File: src/hw/rtl/mtea_pkg.sv
// ----------------------------------------------------------------------------
// mtea_pkg
// Shared types, constants and round helpers for the masked TEA decryptor.
// ----------------------------------------------------------------------------
package mtea_pkg;

  localparam int unsigned ROUND_COUNT = 32;      // 1 .. 64

  localparam logic [31:0] TEA_DELTA   = 32'h9E37_79B9;
  localparam logic [31:0] FIRST_MASK  = 32'hA136_B765;
  localparam logic [31:0] SECOND_MASK = 32'hB53E_8492;

  localparam int unsigned CFG_INDEX_W = 3;

  // configuration register indexes
  localparam logic [CFG_INDEX_W-1:0] CFG_KEY_WORD0 = CFG_INDEX_W'(0);
  localparam logic [CFG_INDEX_W-1:0] CFG_KEY_WORD1 = CFG_INDEX_W'(1);
  localparam logic [CFG_INDEX_W-1:0] CFG_KEY_WORD2 = CFG_INDEX_W'(2);
  localparam logic [CFG_INDEX_W-1:0] CFG_KEY_WORD3 = CFG_INDEX_W'(3);

  typedef struct packed {
    logic [31:0] first;
    logic [31:0] second;
  } mtea_blk_t;

  typedef struct packed {
    logic [31:0] k0;
    logic [31:0] k1;
    logic [31:0] k2;
    logic [31:0] k3;
  } mtea_key_t;

  // stage handshake toward the next stage
  typedef struct packed {
    logic valid;
  } mtea_fwd_t;

  // TEA mixing term
  function automatic logic [31:0] mix_word(input logic [31:0] w, input logic [31:0] sum,
                                           input logic [31:0] ka, input logic [31:0] kb);
    mix_word = ((w << 4) + ka) ^ (w + sum) ^ ((w >> 5) + kb);
  endfunction

  // running sum used in round r (0 = first round); evaluated at elaboration
  function automatic logic [31:0] round_sum(input int unsigned r);
    logic [63:0] prod;
    prod = 64'(TEA_DELTA) * 64'(ROUND_COUNT - r);
    round_sum = prod[31:0];
  endfunction

endpackage

File: src/hw/rtl/mtea_whiten.sv
// ----------------------------------------------------------------------------
// mtea_whiten
// Input register stage: XORs both ciphertext words with the fixed masks.
// ----------------------------------------------------------------------------
module mtea_whiten
  import mtea_pkg::*;
(
  input  logic      clk,
  input  logic      rst_n,
  input  mtea_fwd_t up_fwd,
  input  mtea_blk_t up_blk,
  output logic      up_ready,
  output mtea_fwd_t dn_fwd,
  output mtea_blk_t dn_blk,
  input  logic      dn_ready
);

  logic      vld_r;
  mtea_blk_t blk_r;
  mtea_blk_t blk_nxt;

  assign up_ready = !vld_r || dn_ready;

  always_comb begin
    blk_nxt.first  = up_blk.first  ^ FIRST_MASK;
    blk_nxt.second = up_blk.second ^ SECOND_MASK;
  end

  always_ff @(posedge clk) begin
    if (!rst_n) begin
      vld_r <= 1'b0;
    end else if (up_ready) begin
      vld_r <= up_fwd.valid;
    end
  end

  always_ff @(posedge clk) begin
    if (up_ready && up_fwd.valid) begin
      blk_r <= blk_nxt;
    end
  end

  assign dn_fwd.valid = vld_r;
  assign dn_blk       = blk_r;

endmodule

File: config.mk
export PLATFORM = sky130hd
export DESIGN_NAME = mtea_whiten
export DESIGN_NICKNAME = d
export VERILOG_FILES = /design/src/hw/rtl/mtea_pkg.sv /design/src/hw/rtl/mtea_whiten.sv
export SDC_FILE = /design/constraint.sdc
export NUM_CORES = 1
export LEC_CHECK = 0
export BUFFER_PORTS_ARGS = -buffer_cell sky130_fd_sc_hd__buf_2
export CORE_ASPECT_RATIO = 1.25
export CORE_MARGIN = 2
export CORE_UTILIZATION = 38
export DETAILED_ROUTE_END_ITERATION = 12
export PLACE_DENSITY_LB_ADDON = 0.25
export SYNTH_ARGS = -nofsm -noshare
export SYNTH_HDL_FRONTEND = slang
export SYNTH_SLANG_ARGS = --single-unit
File: constraint.sdc
create_clock -name clk -period 2.4 [get_ports clk]
set_clock_uncertainty 0.1 [all_clocks]
set_input_delay 0.6 -clock clk [delete_from_list [all_inputs] [get_ports clk]]
set_output_delay 0.6 -clock clk [all_outputs]
set_load 0.01 [all_outputs]
==> qor.csv, run 1 <==
metric,value,unit
hpwl dp,3070,µm
number of max-cap violations,0,
Final Hold Vio Count,0,
"commonest non-fill, non-tap cells in the layout","buf_2, edfxtp_1, inv_1",
largest net degree at the start of global routing,24,
Vias/cell,4.20,
met2 wire len,2200,µm
Multi-input gate area,33.8,µm²
initial core utilization,0.391,
fin crit share,0.695,
fmax,600,MHz
post-route cell area,0.00303,mm²
Die H,87.1,µm
register area,0.00194,mm²
cell count of the worst reg-to-reg path,3,
CTS tree,built,
WL final,4090,µm
final setup fails,0,
Highest Signal Layer,met5,
Worst-Margin Slew,0.303,ns
Fillers,485,
clk buf depth,2,
via count,1332,
Leak,1.44,nW
DRT iter0 DRCs,121,
critical path's slowest cell,nand2b_4,
Synth cell types,6,
Cell Pwr Density,750,mW/mm²
#FFs+latches synth,65,
HP Class,input pin to flip-flop,
io pins,134,
CP Class,input pin to output pin,
clock latency on the worst-skew pair,0.33,ns
# hold bufs at CTS,0,
initial antenna violation count,1,
Final Util,0.565,
DRC Markers,0,
Final min period,1.67,ns
number of global-route vias before repair,1231,
cell count after synthesis,101,
global-route wire length before repair,5780,µm
routability cong.,0.746,
CTS resizes,0,
CP required,1.70,ns
Mapped Area,0.00210,mm²
dpl cells,301,
die area,0.00614,mm²
Core Area,0.00537,mm²
I/O Buffers,133,
Min-Delay Path Depth,1,
post-route setup TNS,0,ns
area grow syn2layout,44.5,%
worst path cell trace,buf_2 -> nand2b_4 -> buf_2,
sequential share of the synthesized area,0.925,
post-placement cell area,0.00288,mm²
Max VDD drop,0.419,mV
clock slew at reported path FFs,0.07,ns
crit-path max cell delay,0.14,ns
Slew headroom,0.798,
H-tree levels,3,
WHS,0.342,ns
grt ovf,0,
Crit path top cell by count,buf_2,
Critical Path Sink Type,output pin,
Avg WL per Cell,12.9,µm
Row Count,30,
chip width,70.5,µm
fraction of layout cells with a size suffix above 1,0.597,
"Setup Fix Bufs, Post-CTS",0,
"most common cell after layout, fill and taps aside",buf_2,
routed length on met1,1360,µm
Root Buffer,clkbuf_8,
syn avg cell area,20.8,µm²
DRT antenna net count,0,
Yosys Warn Count,0,
Max Slew Vio Count,0,
syn nets,169,
met3 WL,389,µm
nets,316,
Crit path arrival time,0.97,ns
Finished Layout Cells,317,
Global Route Usage Sum,0.133,
CTS Buf Count,9,
crit-path max FO,3,
Antenna Cells,0,
status,"complete, no violations",
Sink Count,65,
RSZ-0062 raised after global routing,no,
drt first pass iters,4,
startpoint types,input pin,
-- critical path, delay by kind of cell --
| family | cells | cell delay, ns |
|---|---|---|
| buf+inv | 2 | 0.23 |
| simple gates | 1 | 0.14 |
-- worst paths after layout --
| kind | from | endpoint | slack [ns] |
|---|---|---|---|
| min | up_blk[11] | dn_blk[11]$_DFFE_PP_ | 0.34 |
| max reg2reg | dn_fwd$_SDFFE_PN0P_ | dn_blk[58]$_DFFE_PP_ | 0.98 |
| min reg2reg | dn_fwd$_SDFFE_PN0P_ | dn_fwd$_SDFFE_PN0P_ | 0.41 |
| max | dn_ready | up_ready | 0.73 |
-- per-stage QoR --
stage	power (W)	worst slack, ns
finish	0.00228	0.732
floorplan	0.00144	0.640
CTS	0.00231	0.729
global placement	0.00156	0.586
detailed placement	0.00157	0.573
global route	0.00237	0.718
-- logic make-up after synthesis --
family / Yosys count / share of synthesized area
and+or+nand+nor: 2 / 0.0107
AOI/OAI and AO/OA: 1 / 0.00536
DFF: 65 / 0.925
buffers and inverters: 33 / 0.0590
-- sequential cells by signal, indices dropped and copies added, names as in the netlist --
signal / count
dn_fwd: 1
dn_blk: 64
-- routing by layer --
layer / vias up / GRT usage
li1: 635 / -
met1: 613 / 0.139
met2: 67 / 0.216
met3: 15 / 0.0509
met4: 2 / 0.0997
met5: - / 0
-- cells in the mapped netlist (all sizes together) --
cell    count  area (µm²)
edfxtp     64        1920
inv        33         124
a21boi      1        11.3
and2        1        8.76
dfxtp       1        20.0
nand2b      1        13.8
-- where the power goes --
part / leakage [nW] / internal [W] / switching, W / total, W
clock: 0.0819 / 0.000362 / 0.000377 / 0.000739
sequential: 0.627 / 0.00133 / 0.0000154 / 0.00134
combinational: 0.733 / 0.0000927 / 0.000104 / 0.000196
total: 1.44 / 0.00178 / 0.000496 / 0.00228
-- area by class of cell --
cell class                      instances  area share
Clock inverter                          5     0.00742
Inverter                               33      0.0408
Tap cell                               64      0.0264
Multi-Input combinational cell          3      0.0111
Sequential cell                        65       0.640
Clock buffer                           11      0.0433
Timing Repair Buffer                  136       0.231
(Power assumes the default switching activity.)
==> run 2, diff against run 1 <==
--- a/config.mk
+++ b/config.mk
@@ -8,7 +8,7 @@
 export BUFFER_PORTS_ARGS = -buffer_cell sky130_fd_sc_hd__buf_2
 export CORE_ASPECT_RATIO = 1.25
 export CORE_MARGIN = 2
-export CORE_UTILIZATION = 38
+export CORE_UTILIZATION = 37
 export DETAILED_ROUTE_END_ITERATION = 12
 export PLACE_DENSITY_LB_ADDON = 0.25
 export SYNTH_ARGS = -nofsm -noshare
==> constraint.sdc (replaced) <==
create_clock -name clk -period 1.3 [get_ports clk]
set_clock_uncertainty 0.1 [all_clocks]
set_input_delay 0.325 -clock clk [delete_from_list [all_inputs] [get_ports clk]]
set_output_delay 0.325 -clock clk [all_outputs]
set_load 0.01 [all_outputs]
==> qor.csv, run 2 (synthesized netlist as in run 1, its figures left out) <==
metric,value,unit
Max VDD drop,0.793,mV
grt ovf,0,
Root Buffer,clkbuf_8,
H-tree levels,3,
initial antenna violation count,0,
CP required,0.88,ns
Comb pwr share,0.088,
nets,316,
Crit path arrival time,0.86,ns
DRC Markers,0,
clock slew at reported path FFs,0.07,ns
fraction of layout cells with a size suffix above 1,0.605,
Slew headroom,0.877,
area grow syn2layout,45.5,%
post-route setup TNS,0,ns
Clock power frac,0.327,
max reg flops,64,
Final Hold Vio Count,0,
CP top delay family,flip-flops,
Avg WL per Cell,13.4,µm
largest net degree at the start of global routing,35,
Fillers,457,
number of global-route vias before repair,1246,
I/O Buffers,133,
routability cong.,0.708,
CP Buf/Inv Count,1,
Setup WS post-layout,0.0195,ns
P_sw,0.000922,W
Finished Layout Cells,317,
Core Area,0.00544,mm²
initial core utilization,0.386,
clk buf depth,2,
HP Class,input pin to flip-flop,
post-place setup slack,-0.0198,ns
Critical Path Sink Type,output pin,
Die H,88.2,µm
DRT iter0 DRCs,64,
WL final,4230,µm
final setup fails,0,
Sink Count,65,
crit-path max FO,1,
hpwl dp,3130,µm
Max Slew Vio Count,0,
Antenna Cells,0,
Crit Reg-Reg Startpoint,dn_fwd$_SDFFE_PN0P_,
drt first pass iters,4,
crit-path max cell delay,0.38,ns
startpoint types,flip-flop,
Row Count,30,
RSZ-0062 raised after global routing,yes,
CTS Buf Count,9,
io pins,134,
"most common cell after layout, fill and taps aside",buf_2,
dpl cells,301,
Pint,0.00331,W
status,"complete, no violations",
die area,0.00630,mm²
CP Class,flip-flop to output pin,
fin crit share,0.985,
Final Util,0.561,
Leak,1.45,nW
crit path from,dn_blk[62]$_DFFE_PP_,
critical path's slowest cell,edfxtp_1,
sw frac,0.218,
Worst-Margin Slew,0.184,ns
clock latency on the worst-skew pair,0.32,ns
CTS tree,built,
chip width,71.4,µm
"commonest non-fill, non-tap cells in the layout","buf_2, edfxtp_1, inv_1",
Hold Path Origin,up_blk[14],
register share of total power,0.585,
Final min period,1.28,ns
DRT antenna net count,0,
worst path cell trace,buf_2,
Global Route Usage Sum,0.133,
number of max-cap violations,0,
Vias/cell,4.08,
via count,1292,
global-route wire length before repair,5910,µm
fmax,781,MHz
Cell Pwr Density,1380,mW/mm²
==> run 2: cell count changes in the layout (fill, tap and decap cells not counted), sizes merged <==
cell and change:
clkbuf +1, clkinv -1
==> run 2: worst paths after layout <==
| check | slack, ns | end | cells after the start |
|---|---|---|---|
| worst min register to register | 0.49 | dn_fwd$_SDFFE_PN0P_ | 3 |
| worst max register to register | 0.10 | dn_blk[42]$_DFFE_PP_ | 3 |
| worst max-delay path | 0.02 | dn_blk[62] | 1 |
| worst min-delay path | 0.07 | dn_blk[14]$_DFFE_PP_ | 1 |
==> run 2: metal layers <==
metal  track usage  vias up  part of all wire
li1              -      633                 -
met1         0.131      592              0.34
met2         0.226       60              0.55
met3        0.0615        7             0.082
met4        0.0823        0             0.022
met5             0        -                 0
==> run 2: layout make-up <==
class                   count  area [µm²]  area share
flip-flops and latches     65        1940       0.636
repair buffers            136         719       0.235
clock buffers              12         135      0.0442
inverters                  33         124      0.0405
well taps                  64        80.1      0.0262
multi-input cells           3        33.8      0.0111
clock inverters             4        20.0     0.00655
==> run 2: power groups by stage <==
| stage | clock network, W | logic [W] | registers, W |
|---|---|---|---|
| floorplan | 0 | 0.0000609 | 0.00259 |
| global placement | 0 | 0.000371 | 0.00252 |
| detailed placement | 0 | 0.000379 | 0.00252 |
| CTS | 0.00142 | 0.000382 | 0.00248 |
| global route | 0.00152 | 0.000408 | 0.00248 |
| finish | 0.00138 | 0.000373 | 0.00247 |
==> run 2: stage by stage <==
step	power [W]	cell area [µm²]	hold WS (ns)
2_1_floorplan	0.00265	2100	0.324
3_3_place_gp	0.00289	2890	0.402
3_5_place_dp	0.00290	2890	0.403
4_1_cts	0.00428	3060	0.0458
5_1_grt	0.00441	3060	0.0380
6_report	0.00423	3060	0.0658
==> run 2: timing repair <==
| action | in CTS | in global routing |
|---|---|---|
| hold buffers | 0 | 0 |
| setup endpoints to repair | 7 | 42 |
| resized for setup | 2 | 0 |
| buffers inserted | 1 | 0 |
==> run 3, diff against run 2 <==
--- a/config.mk
+++ b/config.mk
@@ -10,6 +10,7 @@
 export CORE_MARGIN = 2
 export CORE_UTILIZATION = 37
 export DETAILED_ROUTE_END_ITERATION = 12
+export GPL_TIMING_DRIVEN = 0
 export PLACE_DENSITY_LB_ADDON = 0.25
 export SYNTH_ARGS = -nofsm -noshare
 export SYNTH_HDL_FRONTEND = slang
==> qor.csv, run 3 (synthesized netlist as in run 1, its figures left out) <==
metric,value,unit
crit path from,dn_fwd$_SDFFE_PN0P_,
Leak,1.46,nW
crit-path max FO,32,
Crit Reg-Reg Startpoint,dn_fwd$_SDFFE_PN0P_,
post-placement cell area,0.00285,mm²
DRC Markers,0,
number of global-route vias before repair,1316,
# hold bufs at CTS,0,
Row Count,30,
fraction of layout cells with a size suffix above 1,0.607,
status,"finished, violations left",
die area,0.00630,mm²
fmax,764,MHz
hpwl dp,2970,µm
CTS tree,built,
global-route wire length before repair,6090,µm
Sink Count,65,
Fillers,456,
grt ovf,0,
"Power, Total",0.00463,W
WL final,4310,µm
post-route setup TNS,-0.0668,ns
startpoint types,flip-flop,
Slew headroom,0.708,
Worst-Margin Slew,0.438,ns
Die H,88.2,µm
Final Util,0.566,
area grow syn2layout,46.6,%
initial antenna violation count,0,
routability cong.,0.645,
Root Buffer,clkbuf_8,
Crit path arrival time,1.19,ns
RSZ-0062 raised after global routing,yes,
CP Class,flip-flop to flip-flop,
Vias/cell,4.11,
I/O Buffers,133,
clock latency on the worst-skew pair,0.32,ns
"most common cell after layout, fill and taps aside",buf_2,
max reg flops,64,
violated checks,negative setup slack,
Critical Path Sink Type,flip-flop,
Antenna Cells,0,
via count,1299,
Hold Path Origin,up_blk[16],
drt first pass iters,4,
io pins,134,
critical path's slowest cell,and2_4,
Final Hold Vio Count,0,
clock slew at reported path FFs,0.07,ns
"commonest non-fill, non-tap cells in the layout","buf_2, edfxtp_1, inv_1",
post-route cell area,0.00308,mm²
Setup WS post-layout,-0.00813,ns
nets,315,
Max Slew Vio Count,0,
worst path cell trace,nand2b_4 -> and2_4,
chip width,71.4,µm
HP Class,input pin to flip-flop,
Core Area,0.00544,mm²
clk buf depth,2,
CTS Buf Count,9,
Final min period,1.31,ns
number of max-cap violations,0,
initial core utilization,0.386,
DRT iter0 DRCs,89,
largest net degree at the start of global routing,33,
crit-path max cell delay,0.43,ns
CP required,1.18,ns
Avg WL per Cell,13.6,µm
Max VDD drop,0.902,mV
DRT antenna net count,0,
fin crit share,1.01,
post-place setup slack,-0.443,ns
Cell Pwr Density,1500,mW/mm²
Global Route Usage Sum,0.136,
H-tree levels,3,
final setup fails,22,
run 3: cell types whose count changed in the layout (fill, tap and decap cells not counted), sizes merged:
cell,change
clkbuf,-3
buf,-2
bufinv,+2
and2,+1
clkinvlp,+1
run 3: cell type report:
cell class | count | area, µm² | share of cell area
Clock buffer | 9 | 124 | 0.0402
Clock inverter | 7 | 85.1 | 0.0276
Inverter | 33 | 124 | 0.0402
Multi-Input combinational cell | 4 | 42.5 | 0.0138
Sequential cell | 65 | 1940 | 0.631
Tap cell | 64 | 80.1 | 0.0260
Timing Repair Buffer | 134 | 679 | 0.221
run 3: stage by stage:
step           hold slack [ns]  std cells
6_report                0.0612        316
5_1_grt                 0.0425        316
4_1_cts                 0.0441        316
3_5_place_dp             0.403        298
3_3_place_gp             0.388        298
2_1_floorplan            0.324        101
run 3: path summary, 6_finish.rpt:
check	endpoint	slack, ns	cells after the start
min reg2reg	dn_fwd$_SDFFE_PN0P_	0.50	3
min	dn_blk[16]$_DFFE_PP_	0.06	1
max reg2reg	dn_blk[13]$_DFFE_PP_	-0.008	2
max	dn_blk[13]$_DFFE_PP_	-0.008	2
run 3: routing by layer:
metal	vias to the layer above	share of wire	GRT usage	routed length [µm]
li1	632	-	-	-
met1	594	0.36	0.143	1570
met2	62	0.54	0.227	2320
met3	11	0.066	0.0444	284
met4	0	0.031	0.105	133
met5	-	0	0	0
run 3: timing repair:
item | CTS | global route
pin swaps | 2 | 1
cloned | 1 | 0
setup endpoints to repair | 72 | 104
gates resized for setup | 3 | 0
setup buffers | 1 | 0
run 3: critical path, delay by kind of cell, from the launching register on:
| family | cells | cell delay (ns) |
|---|---|---|
| flops | 1 | 0.34 |
| simple gates | 2 | 0.52 |
run 3: power by group:
group	internal, W	switching (W)
registers	0.00245	0.0000258
clock network	0.00106	0.000737
logic	0.000165	0.000196
total	0.00367	0.000959
