===== config.mk =====
export PLATFORM = sky130hd
export DESIGN_NAME = mtea_round
export DESIGN_NICKNAME = d
export VERILOG_FILES = /design/src/hw/rtl/mtea_pkg.sv /design/src/hw/rtl/mtea_round.sv
export SDC_FILE = /design/constraint.sdc
export NUM_CORES = 1
export LEC_CHECK = 0
export BUFFER_PORTS_ARGS = -buffer_cell sky130_fd_sc_hd__buf_2
export CELL_PAD_IN_SITES_DETAIL_PLACEMENT = 0
export CELL_PAD_IN_SITES_GLOBAL_PLACEMENT = 1
export CORE_ASPECT_RATIO = 1.2
export CORE_MARGIN = 2
export CORE_UTILIZATION = 44
export DETAILED_ROUTE_END_ITERATION = 12
export PLACE_DENSITY_LB_ADDON = 0.1
export SETUP_SLACK_MARGIN = 0.5
export SLEW_MARGIN = 30
export SYNTH_ARGS = -nofsm -noshare
export SYNTH_HDL_FRONTEND = slang
export SYNTH_SLANG_ARGS = --single-unit

===== constraint.sdc =====
create_clock -name clk -period 6.3 [get_ports clk]
set_clock_uncertainty 0.1 [all_clocks]
set_input_delay 0.945 -clock clk [delete_from_list [all_inputs] [get_ports clk]]
set_output_delay 0.945 -clock clk [all_outputs]
set_load 0.02 [all_outputs]

===== src/hw/rtl/mtea_pkg.sv =====
// ----------------------------------------------------------------------------
// mtea_pkg
// Shared types, constants and round helpers for the masked TEA decryptor.
// ----------------------------------------------------------------------------
package mtea_pkg;

  localparam int unsigned ROUND_COUNT = 32;      // 1 .. 64

  localparam logic [31:0] TEA_DELTA   = 32'h9E37_79B9;
  localparam logic [31:0] FIRST_MASK  = 32'hA136_B765;
  localparam logic [31:0] SECOND_MASK = 32'hB53E_8492;

  localparam int unsigned CFG_INDEX_W = 3;

  // configuration register indexes
  localparam logic [CFG_INDEX_W-1:0] CFG_KEY_WORD0 = CFG_INDEX_W'(0);
  localparam logic [CFG_INDEX_W-1:0] CFG_KEY_WORD1 = CFG_INDEX_W'(1);
  localparam logic [CFG_INDEX_W-1:0] CFG_KEY_WORD2 = CFG_INDEX_W'(2);
  localparam logic [CFG_INDEX_W-1:0] CFG_KEY_WORD3 = CFG_INDEX_W'(3);

  typedef struct packed {
    logic [31:0] first;
    logic [31:0] second;
  } mtea_blk_t;

  typedef struct packed {
    logic [31:0] k0;
    logic [31:0] k1;
    logic [31:0] k2;
    logic [31:0] k3;
  } mtea_key_t;

  // stage handshake toward the next stage
  typedef struct packed {
    logic valid;
  } mtea_fwd_t;

  // TEA mixing term
  function automatic logic [31:0] mix_word(input logic [31:0] w, input logic [31:0] sum,
                                           input logic [31:0] ka, input logic [31:0] kb);
    mix_word = ((w << 4) + ka) ^ (w + sum) ^ ((w >> 5) + kb);
  endfunction

  // running sum used in round r (0 = first round); evaluated at elaboration
  function automatic logic [31:0] round_sum(input int unsigned r);
    logic [63:0] prod;
    prod = 64'(TEA_DELTA) * 64'(ROUND_COUNT - r);
    round_sum = prod[31:0];
  endfunction

endpackage


===== src/hw/rtl/mtea_round.sv =====
// ----------------------------------------------------------------------------
// mtea_round
// One TEA decryption round as two register stages (second word, then first).
// ----------------------------------------------------------------------------
module mtea_round
  import mtea_pkg::*;
(
  input  logic        clk,
  input  logic        rst_n,
  input  logic [31:0] sum,
  input  mtea_key_t   key,
  input  mtea_fwd_t   up_fwd,
  input  mtea_blk_t   up_blk,
  output logic        up_ready,
  output mtea_fwd_t   dn_fwd,
  output mtea_blk_t   dn_blk,
  input  logic        dn_ready
);

  logic      h0_vld_r, h1_vld_r;
  mtea_blk_t h0_blk_r, h1_blk_r;
  mtea_blk_t h0_nxt, h1_nxt;
  logic      h0_adv, h1_adv;

  assign h1_adv   = !h1_vld_r || dn_ready;
  assign h0_adv   = !h0_vld_r || h1_adv;
  assign up_ready = h0_adv;

  // second word from first word, keys 2 and 3
  always_comb begin
    h0_nxt.first  = up_blk.first;
    h0_nxt.second = up_blk.second - mix_word(up_blk.first, sum, key.k2, key.k3);
  end

  // first word from the new second word, keys 0 and 1
  always_comb begin
    h1_nxt.second = h0_blk_r.second;
    h1_nxt.first  = h0_blk_r.first - mix_word(h0_blk_r.second, sum, key.k0, key.k1);
  end

  always_ff @(posedge clk) begin
    if (!rst_n) begin
      h0_vld_r <= 1'b0;
      h1_vld_r <= 1'b0;
    end else begin
      if (h0_adv) begin
        h0_vld_r <= up_fwd.valid;
      end
      if (h1_adv) begin
        h1_vld_r <= h0_vld_r;
      end
    end
  end

  always_ff @(posedge clk) begin
    if (h0_adv && up_fwd.valid) begin
      h0_blk_r <= h0_nxt;
    end
    if (h1_adv && h0_vld_r) begin
      h1_blk_r <= h1_nxt;
    end
  end

  assign dn_fwd.valid = h1_vld_r;
  assign dn_blk       = h1_blk_r;

endmodule


==> results of run 1 <==
## sequential cells by signal, indices dropped and copies added (netlist names)
signal and flops:
h0_blk_r 64, dn_blk 64, h0_vld_r 1, dn_fwd 1
## worst register-to-register path, cell delays in order, from the launching register on
cell and delay [ns]:
edfxtp_1 0.55, ha_1 0.43, a21oi_1 0.23, buf_4 0.16, nand2_1 0.05, o211ai_1 0.15, and3_1 0.30, nand2b_1 0.08
a21oi_1 0.31, o21ai_0 0.21, a21o_1 0.22, a21oi_1 0.17, xnor2_1 0.15, ha_1 0.30, and3_1 0.22, and2_1 0.19
a221o_1 0.30, a31oi_1 0.29, o2111ai_1 0.24, a21oi_2 0.25, nor4b_1 0.08, a311o_1 0.28
## Yosys cell counts, drive strengths merged (7+ instances only)
master and count:
a211oi 14, a21boi 7, a21o 104, a21oi 204, a31o 7, a31oi 18
a41oi 9, and2 7, and3 17, clkbuf 10, edfxtp 128, fa 8
ha 232, inv 72, nand2 105, nand2b 34, nand3 48, nand4 21
nor2 77, nor2b 24, nor3 12, o211ai 21, o21a 15, o21ai 99
o21bai 31, or2 7, or3 8, xnor2 292, xor2 66
## metrics by stage
stage,area (sq um),setup WS (ns),std cells
after detailed placement,18300,0.143,2541
after global routing,18900,0.439,2579
after global placement,18300,0.205,2541
final,18900,0.747,2579
after CTS,18900,0.610,2573
after floorplan,16100,0.951,1778
## layout make-up
type,instances,area [sq um]
flip-flops and latches,130,3880
repair buffers,306,1560
inverters,72,270
multi-input cells,1566,12000
fillers,3473,17100
well taps,468,586
diodes,5,12.5
clock inverters,14,201
clock buffers,18,429
## timing repair
action	4_1_cts	5_1_grt
buffers inserted	0	1
gates resized for setup	0	7
hold buffers	0	0
endpoints found under the hold margin	0	0
setup endpoints to repair	0	8
## worst min-delay path by stage
stage	cells after the start	end	slack, ns	start
6_report	1	dn_fwd$_SDFFE_PN0P_	0.42	h0_vld_r$_SDFFE_PN0N_
5_1_grt	0	dn_blk[4]$_DFFE_PP_	0.44	h0_blk_r[4]$_DFFE_PP_
4_1_cts	1	dn_fwd$_SDFFE_PN0P_	0.42	h0_vld_r$_SDFFE_PN0N_
3_5_place_dp	1	dn_fwd$_SDFFE_PN0P_	0.41	h0_vld_r$_SDFFE_PN0N_
3_3_place_gp	1	dn_fwd$_SDFFE_PN0P_	0.40	h0_vld_r$_SDFFE_PN0N_
2_1_floorplan	0	dn_blk[0]$_DFFE_PP_	0.36	h0_blk_r[0]$_DFFE_PP_
## cell families after synthesis
logic type | count (synthesis) | share of synthesized area
simple gates | 372 | 0.113
flops | 130 | 0.241
compound gates | 593 | 0.239
buf+inv | 82 | 0.0191
xor+xnor | 361 | 0.198
fa+ha+maj | 240 | 0.190
## metal layers
| layer | global-route usage | wire (microns) | up-vias |
|---|---|---|---|
| met5 | 0 | 0 | - |
| met4 | 0.0897 | 1310 | 0 |
| met3 | 0.0236 | 2740 | 76 |
| met2 | 0.412 | 22300 | 457 |
| met1 | 0.368 | 23800 | 6641 |
| li1 | - | - | 7279 |
==> reports/results.ini, run 1 <==
[critical_path]
startpoint = sum[0]
crit_arrival_ns = 5.63
crit_family = compound AO/OA/AOI/OAI gates
r2r_slack_ns = 0.80
crit_chain = buf_2 -> ha_1 -> inv_1 -> fa_1 -> nor2b_1 -> o2111ai_1 -> a41oi_1 -> nor2_1 -> o31ai_2 -> a21o_1 -> xnor2_1 -> xnor2_1 -> ha_1 -> and3_1 -> and2_1 -> a221o_1 -> a31oi_1 -> o2111ai_1 -> a21oi_2 -> nor4b_1 -> a311o_1
r2r_cells = 21
worstPathBufferInverterCount = 2
cp-end-kind = flop
path_max_fanout = 4
critPathRequiredTime_ns = 6.38
cpPeakStageDelay_ns = 0.41
critPathKind = input pin to flop
cp_slowest_cell = fa_1
critPathLaunchType = input pin
r2r-end = dn_blk[60]$_DFFE_PP_
crit_cells = 21
crit_path_end = dn_blk[60]$_DFFE_PP_
r2r_start = h0_blk_r[9]$_DFFE_PP_

[floorplanning]
dieHeight_microns = 214
core_area_sq_um = 36000
die_area_sq_um = 38200
die_w_microns = 179
io_pins = 294
start_util = 0.448
num_rows = 76

[grt]
grt_pass1_wl_mm = 74.9
grt_max_degree = 65
grt_usage = 0.259
gr-total-overflow = 0
grt_pass1_vias = 14100
antenna_found_initial = 5

[synth]
synth-edff-count = 128
synth_cell_types = 73
synthArstFlopShare = 0
ys_ff_latch = 130
syn_area_sq_um = 16100
syn-num-nets = 2246
ys.flop_type = edfxtp_1
yosysWarnings = 0
synthTopCellsByArea = edfxtp_1, ha_1, xnor2_1
synthCells = 1778
synth_top_area_cell = edfxtp_1
syn_area_per_cell_sq_um = 9.08
yosysSeqAreaShare = 0.241
synth_top_area_frac = 0.238

[clock_tree]
cts_tree = yes
cts_inserted_buffers = 17
cts.clk_slew.worst_paths_ns = 0.06
root_buffer = clkbuf_16
clock_path_buffers = 2
htree_levels = 4
clkLatencyLatePin_ns = 0.44
clkSinkCount = 130

[placed_design]
hpwl_mm = 42.7
gp_congestion = 0.955
port_buffers = 293

[timing]
rsz0062_at_grt = yes
tns_ns = 0
finalSetupViolCount = 0
finalCritPeriodShare = 0.881
tightest_slew_ns = 0.826
timing.slew.headroom = 0.449
holdWs_ns = 0.417
finalMaxSlewViolations = 0
fin_crit_ns = 5.55
finalHoldViolCount = 0
fmax_ghz = 0.180

[run]
maxCapViolations = 0

[layout]
area_delta_synth_final_pct = 17.3
layout-drive-gt1-share = 0.176
fin_util = 0.525
final_nets = 2561
final_cell_mix = buf_2, xnor2_1, ha_1
final_common_cell = buf_2

[routing]
avgViaCountPerCell = 5.60
postRouteAntennaNets = 0
drt_iter0_drc = 916
vias = 14500
drc = 0
detail_route.wl_per_cell_microns = 19.4
routed_wirelength_mm = 50.1
drt_first_pass_iters = 5

[worst_hold_path]
hold_class = flop to flop

[outcome]
status = finished, final reports clean

Power of run 1 is not shown: default switching activity piles up to over one toggle a cycle in this logic, so the estimate is an artifact.
==> inputs of run 2 (changes only) <==
CORE_UTILIZATION = 40   (was 44)
==> reports/results.ini, run 2 (synthesized netlist as in run 1, its figures left out) <==
[clock_tree]
clkLatencyLatePin_ns = 0.44  ; about the same
cts_hold_buffers = 0  ; unchanged
cts_tree = yes
clock_path_buffers = 2  ; unchanged
cts_setup_buffers = 0  ; unchanged
cts.clk_slew.worst_paths_ns = 0.07  ; about the same
cts_resized = 0  ; unchanged
clkSinkCount = 130  ; unchanged
htree_levels = 4  ; unchanged
cts_inserted_buffers = 17  ; unchanged
root_buffer = clkbuf_16

[floorplanning]
die_w_microns = 187  ; +4.8%
io_pins = 294  ; unchanged
start_util = 0.406  ; -0.0417
die_area_sq_um = 42000  ; +9.8%
dieHeight_microns = 224  ; +4.8%
core_area_sq_um = 39700  ; +10%
num_rows = 80  ; +5.3%

[critical_path]
path_max_fanout = 4  ; unchanged
startpoint = key[64]
crit_chain = buf_2 -> ha_1 -> inv_1 -> fa_1 -> nor2b_1 -> o211a_1 -> o211ai_1 -> and3_1 -> nand2b_1 -> a21oi_1 -> o21ai_0 -> a21o_1 -> a21oi_1 -> xnor2_1 -> ha_1 -> and3_1 -> and2_1 -> a221o_1 -> a31oi_1 -> o2111ai_1 -> a21oi_1 -> nor4b_1 -> a311o_1
crit_family = compound AO/OA/AOI/OAI gates
r2r_slack_ns = 0.77  ; -0.03 ns
critPathLaunchType = input pin
crit_arrival_ns = 5.64  ; about the same
r2r-end = dn_blk[60]$_DFFE_PP_
cpMostUsedCell = a21oi_1
critPathRequiredTime_ns = 6.38  ; about the same
r2r_cells = 21  ; unchanged
cpPeakStageDelay_ns = 0.33  ; -0.08 ns
critPathKind = input pin to flop
cp-end-kind = flop
r2r_start = h0_blk_r[9]$_DFFE_PP_
worstPathBufferInverterCount = 2  ; unchanged
cp_slowest_cell = a21oi_1

[timing]
fin_crit_ns = 5.56  ; +0.0115 ns
fmax_ghz = 0.180  ; -0.21%
finalCritPeriodShare = 0.883  ; +0.00183
timing.slew.headroom = 0.439  ; -0.0103
tns_ns = 0  ; unchanged
finalHoldViolCount = 0  ; unchanged
finalMaxSlewViolations = 0  ; unchanged
tightest_slew_ns = 0.842  ; +0.0155 ns
holdWs_ns = 0.417  ; +0.0000970 ns
rsz0062_at_grt = yes
finalSetupViolCount = 0  ; unchanged

[routing]
drt_iter0_drc = 781  ; -15%
detail_route.wl_per_cell_microns = 19.5  ; +0.35%
vias = 14400  ; -0.15%
avgViaCountPerCell = 5.46  ; -2.5%
postRouteAntennaNets = 0  ; unchanged
drt_first_pass_iters = 5  ; unchanged
drc = 0  ; unchanged
routed_wirelength_mm = 51.5  ; +2.8%

[grt]
gr-total-overflow = 0  ; unchanged
grt_usage = 0.243  ; -0.0159
grt_max_degree = 65  ; unchanged
antenna_found_initial = 1  ; -4
grt_pass1_wl_mm = 78.4  ; +4.6%
grt_pass1_vias = 14300  ; +1.4%

[worst_hold_path]
min_from = h0_blk_r[4]$_DFFE_PP_
whs_path_depth = 0  ; -1
hold_class = flop to flop
hold_end = dn_blk[4]$_DFFE_PP_

[placed_design]
port_buffers = 293  ; unchanged
hpwl_mm = 44.2  ; +3.5%
gp_congestion = 0.947  ; -0.86%

[layout]
layout-drive-gt1-share = 0.176  ; -0.000558
area_delta_synth_final_pct = 17.9
num-fill-cells = 3999  ; +15%
final_cell_mix = buf_2, xnor2_1, ha_1
final_nets = 2563  ; +0.078%
final_common_cell = buf_2

[outcome]
status = finished, final reports clean

[run]
maxCapViolations = 0  ; unchanged

==> run 2: area by class of cell <==
| type | instances | area (sq um) | area share |
|---|---|---|---|
| tap | 533 | 667 | 0.0351 |
| timing repair buffer | 308 | 1580 | 0.0830 |
| inverter | 72 | 270 | 0.0142 |
| sequential | 130 | 3880 | 0.204 |
| clock buffer | 17 | 425 | 0.0224 |
| antenna | 1 | 2.50 | 0.000132 |
| clock inverter | 14 | 226 | 0.0119 |
| multi-input combinational | 1566 | 12000 | 0.629 |
==> run 2: layer usage <==
layer,up-vias,track usage,routed length [microns]
li1,7253,-,-
met1,6729,0.342,25000
met2,392,0.396,23100
met3,58,0.0180,2120
met4,0,0.0809,1240
met5,-,0,0
==> run 2: worst max path at each step <==
stage                                   to  cells after the start  slack [ns]
finish                dn_blk[60]$_DFFE_PP_                     23        0.74
global route        h0_blk_r[31]$_DFFE_PP_                     24        0.48
CTS                 h0_blk_r[31]$_DFFE_PP_                     25        0.56
detailed placement  h0_blk_r[31]$_DFFE_PP_                     25        0.11
global placement    h0_blk_r[31]$_DFFE_PP_                     25        0.17
floorplan             dn_blk[60]$_DFFE_PP_                     20        0.95
==> run 2: stage by stage <==
stage / utilization / std cells / cell area, sq um / setup slack, ns
5_1_grt: 0.479 / 2641 / 19000 / 0.484
6_report: 0.479 / 2641 / 19000 / 0.735
3_5_place_dp: 0.462 / 2609 / 18400 / 0.111
4_1_cts: 0.478 / 2640 / 19000 / 0.561
3_3_place_gp: 0.462 / 2609 / 18400 / 0.171
2_1_floorplan: - / 1778 / 16100 / 0.951
Power of run 2 is left out for the same reason.
==> inputs of run 3 (changes only) <==
CELL_PAD_IN_SITES_GLOBAL_PLACEMENT = 2   (was 1)
CORE_UTILIZATION = 35   (was 40)
==> reports/results.ini, run 3 (synthesized netlist as in run 1, its figures left out) <==
[clock_tree]
root_buffer = clkbuf_16
cts_hold_buffers = 0  ; unchanged
cts_tree = yes
cts.clk_slew.worst_paths_ns = 0.06  ; about the same
cts_inserted_buffers = 17  ; unchanged
clkLatencyLatePin_ns = 0.44  ; about the same
htree_levels = 4  ; unchanged
clkSinkCount = 130  ; unchanged
clock_path_buffers = 2  ; unchanged

[layout]
area_delta_synth_final_pct = 18.4
final_common_cell = buf_2
layout-drive-gt1-share = 0.182  ; +0.00604
final_cell_mix = buf_2, xnor2_1, ha_1
final_cells = 2731  ; +3.4%
final_nets = 2569  ; +0.23%

[routing]
detail_route.wl_per_cell_microns = 20.2  ; +3.6%
drc = 0  ; unchanged
avgViaCountPerCell = 5.24  ; -4.1%
vias = 14300  ; -0.80%
drt_first_pass_iters = 7  ; +2
postRouteAntennaNets = 0  ; unchanged
drt_iter0_drc = 750  ; -4.0%
routed_wirelength_mm = 55.1  ; +7.1%

[floorplanning]
die_w_microns = 200  ; +6.8%
core_area_sq_um = 45700  ; +15%
num_rows = 86  ; +7.5%
start_util = 0.353  ; -0.0532
io_pins = 294  ; unchanged
dieHeight_microns = 239  ; +6.8%
die_area_sq_um = 47900  ; +14%

[grt]
antenna_found_initial = 1  ; unchanged
gr-total-overflow = 0  ; unchanged
grt_pass1_wl_mm = 82.0  ; +4.6%
grt_usage = 0.231  ; -0.0122
grt_max_degree = 65  ; unchanged
grt_pass1_vias = 14200  ; -0.39%

[timing]
finalSetupViolCount = 0  ; unchanged
tns_ns = 0  ; unchanged
holdWs_ns = 0.421  ; +0.00370 ns
timing.slew.headroom = 0.416  ; -0.0233
finalMaxSlewViolations = 0  ; unchanged
finalHoldViolCount = 0  ; unchanged
rsz0062_at_grt = yes
finalCritPeriodShare = 0.870  ; -0.0129
tightest_slew_ns = 0.877  ; +0.0349 ns
fin_crit_ns = 5.48  ; -0.0815 ns
fmax_ghz = 0.182  ; +1.5%

[outcome]
status = finished, final reports clean

[run]
maxCapViolations = 0  ; unchanged

[critical_path]
worstPathBufferInverterCount = 4  ; +2
critPathRequiredTime_ns = 6.39  ; about the same
path_max_fanout = 5  ; +1
cp_slowest_cell = o311a_1
r2r_start = h0_blk_r[9]$_DFFE_PP_
r2r-end = dn_blk[60]$_DFFE_PP_
crit_family = compound AO/OA/AOI/OAI gates
cp-end-kind = flop
crit_arrival_ns = 5.57  ; -0.07 ns
cpPeakStageDelay_ns = 0.42  ; +0.09 ns
critPathKind = input pin to flop
r2r_slack_ns = 0.91  ; +0.14 ns
critPathLaunchType = input pin
r2r_cells = 21  ; unchanged

[worst_hold_path]
hold_class = flop to flop
hold_end = dn_fwd$_SDFFE_PN0P_
whs_path_depth = 1  ; +1
min_from = h0_vld_r$_SDFFE_PN0N_

[placed_design]
gp_congestion = 0.892  ; -5.7%
hpwl_mm = 47.3  ; +7.0%
port_buffers = 293  ; unchanged
place_inst = 2696  ; +3.3%

[run 3: worst max path at each step]
stage	start	endpoint	slack [ns]	depth (start not counted)
detailed placement	up_blk[37]	h0_blk_r[31]$_DFFE_PP_	0.13	26
finish	up_blk[37]	h0_blk_r[31]$_DFFE_PP_	0.82	26
CTS	up_blk[37]	h0_blk_r[31]$_DFFE_PP_	0.58	26
global placement	up_blk[37]	h0_blk_r[31]$_DFFE_PP_	0.16	26
global route	up_blk[37]	h0_blk_r[31]$_DFFE_PP_	0.45	26
floorplan	key[68]	dn_blk[60]$_DFFE_PP_	0.95	20
[run 3: repair_timing]
item	in CTS	in global routing
resized for setup	0	14
endpoints found under the hold margin	0	0
setup endpoints to repair	0	9
setup buffers	0	2
[run 3: layout make-up]
class	instances	area, sq um
diodes	1	2.50
clock buffers	18	429
clock inverters	14	118
fillers	4670	26600
inverters	72	270
multi-input cells	1566	12000
flip-flops and latches	130	3880
well taps	616	771
repair buffers	314	1620
[run 3: stage by stage]
step / instance area, sq um / worst slack (ns) / util
after floorplan: 16100 / 0.951 / -
after global placement: 18500 / 0.162 / 0.404
after detailed placement: 18500 / 0.127 / 0.404
after CTS: 19000 / 0.576 / 0.416
after global routing: 19100 / 0.451 / 0.418
final: 19100 / 0.817 / 0.418
[run 3: per-layer routing]
layer	wire, microns	global-route usage	part of all wire
met1	27300	0.332	0.50
met2	25000	0.373	0.45
met3	1900	0.0208	0.034
met4	899	0.0545	0.016
met5	0	0	0
[run 3: worst reg2reg max path: cells and delay by family (launching register included)]
kind	cells	cell delay, ns
AO/OA/AOI/OAI	11	2.57
XOR/XNOR	1	0.15
adder cells (fa/ha/maj)	2	0.72
buffers and inverters	1	0.16
flip-flops	1	0.56
AND/OR/NAND/NOR	6	0.89
Power of run 3 is left out for the same reason.
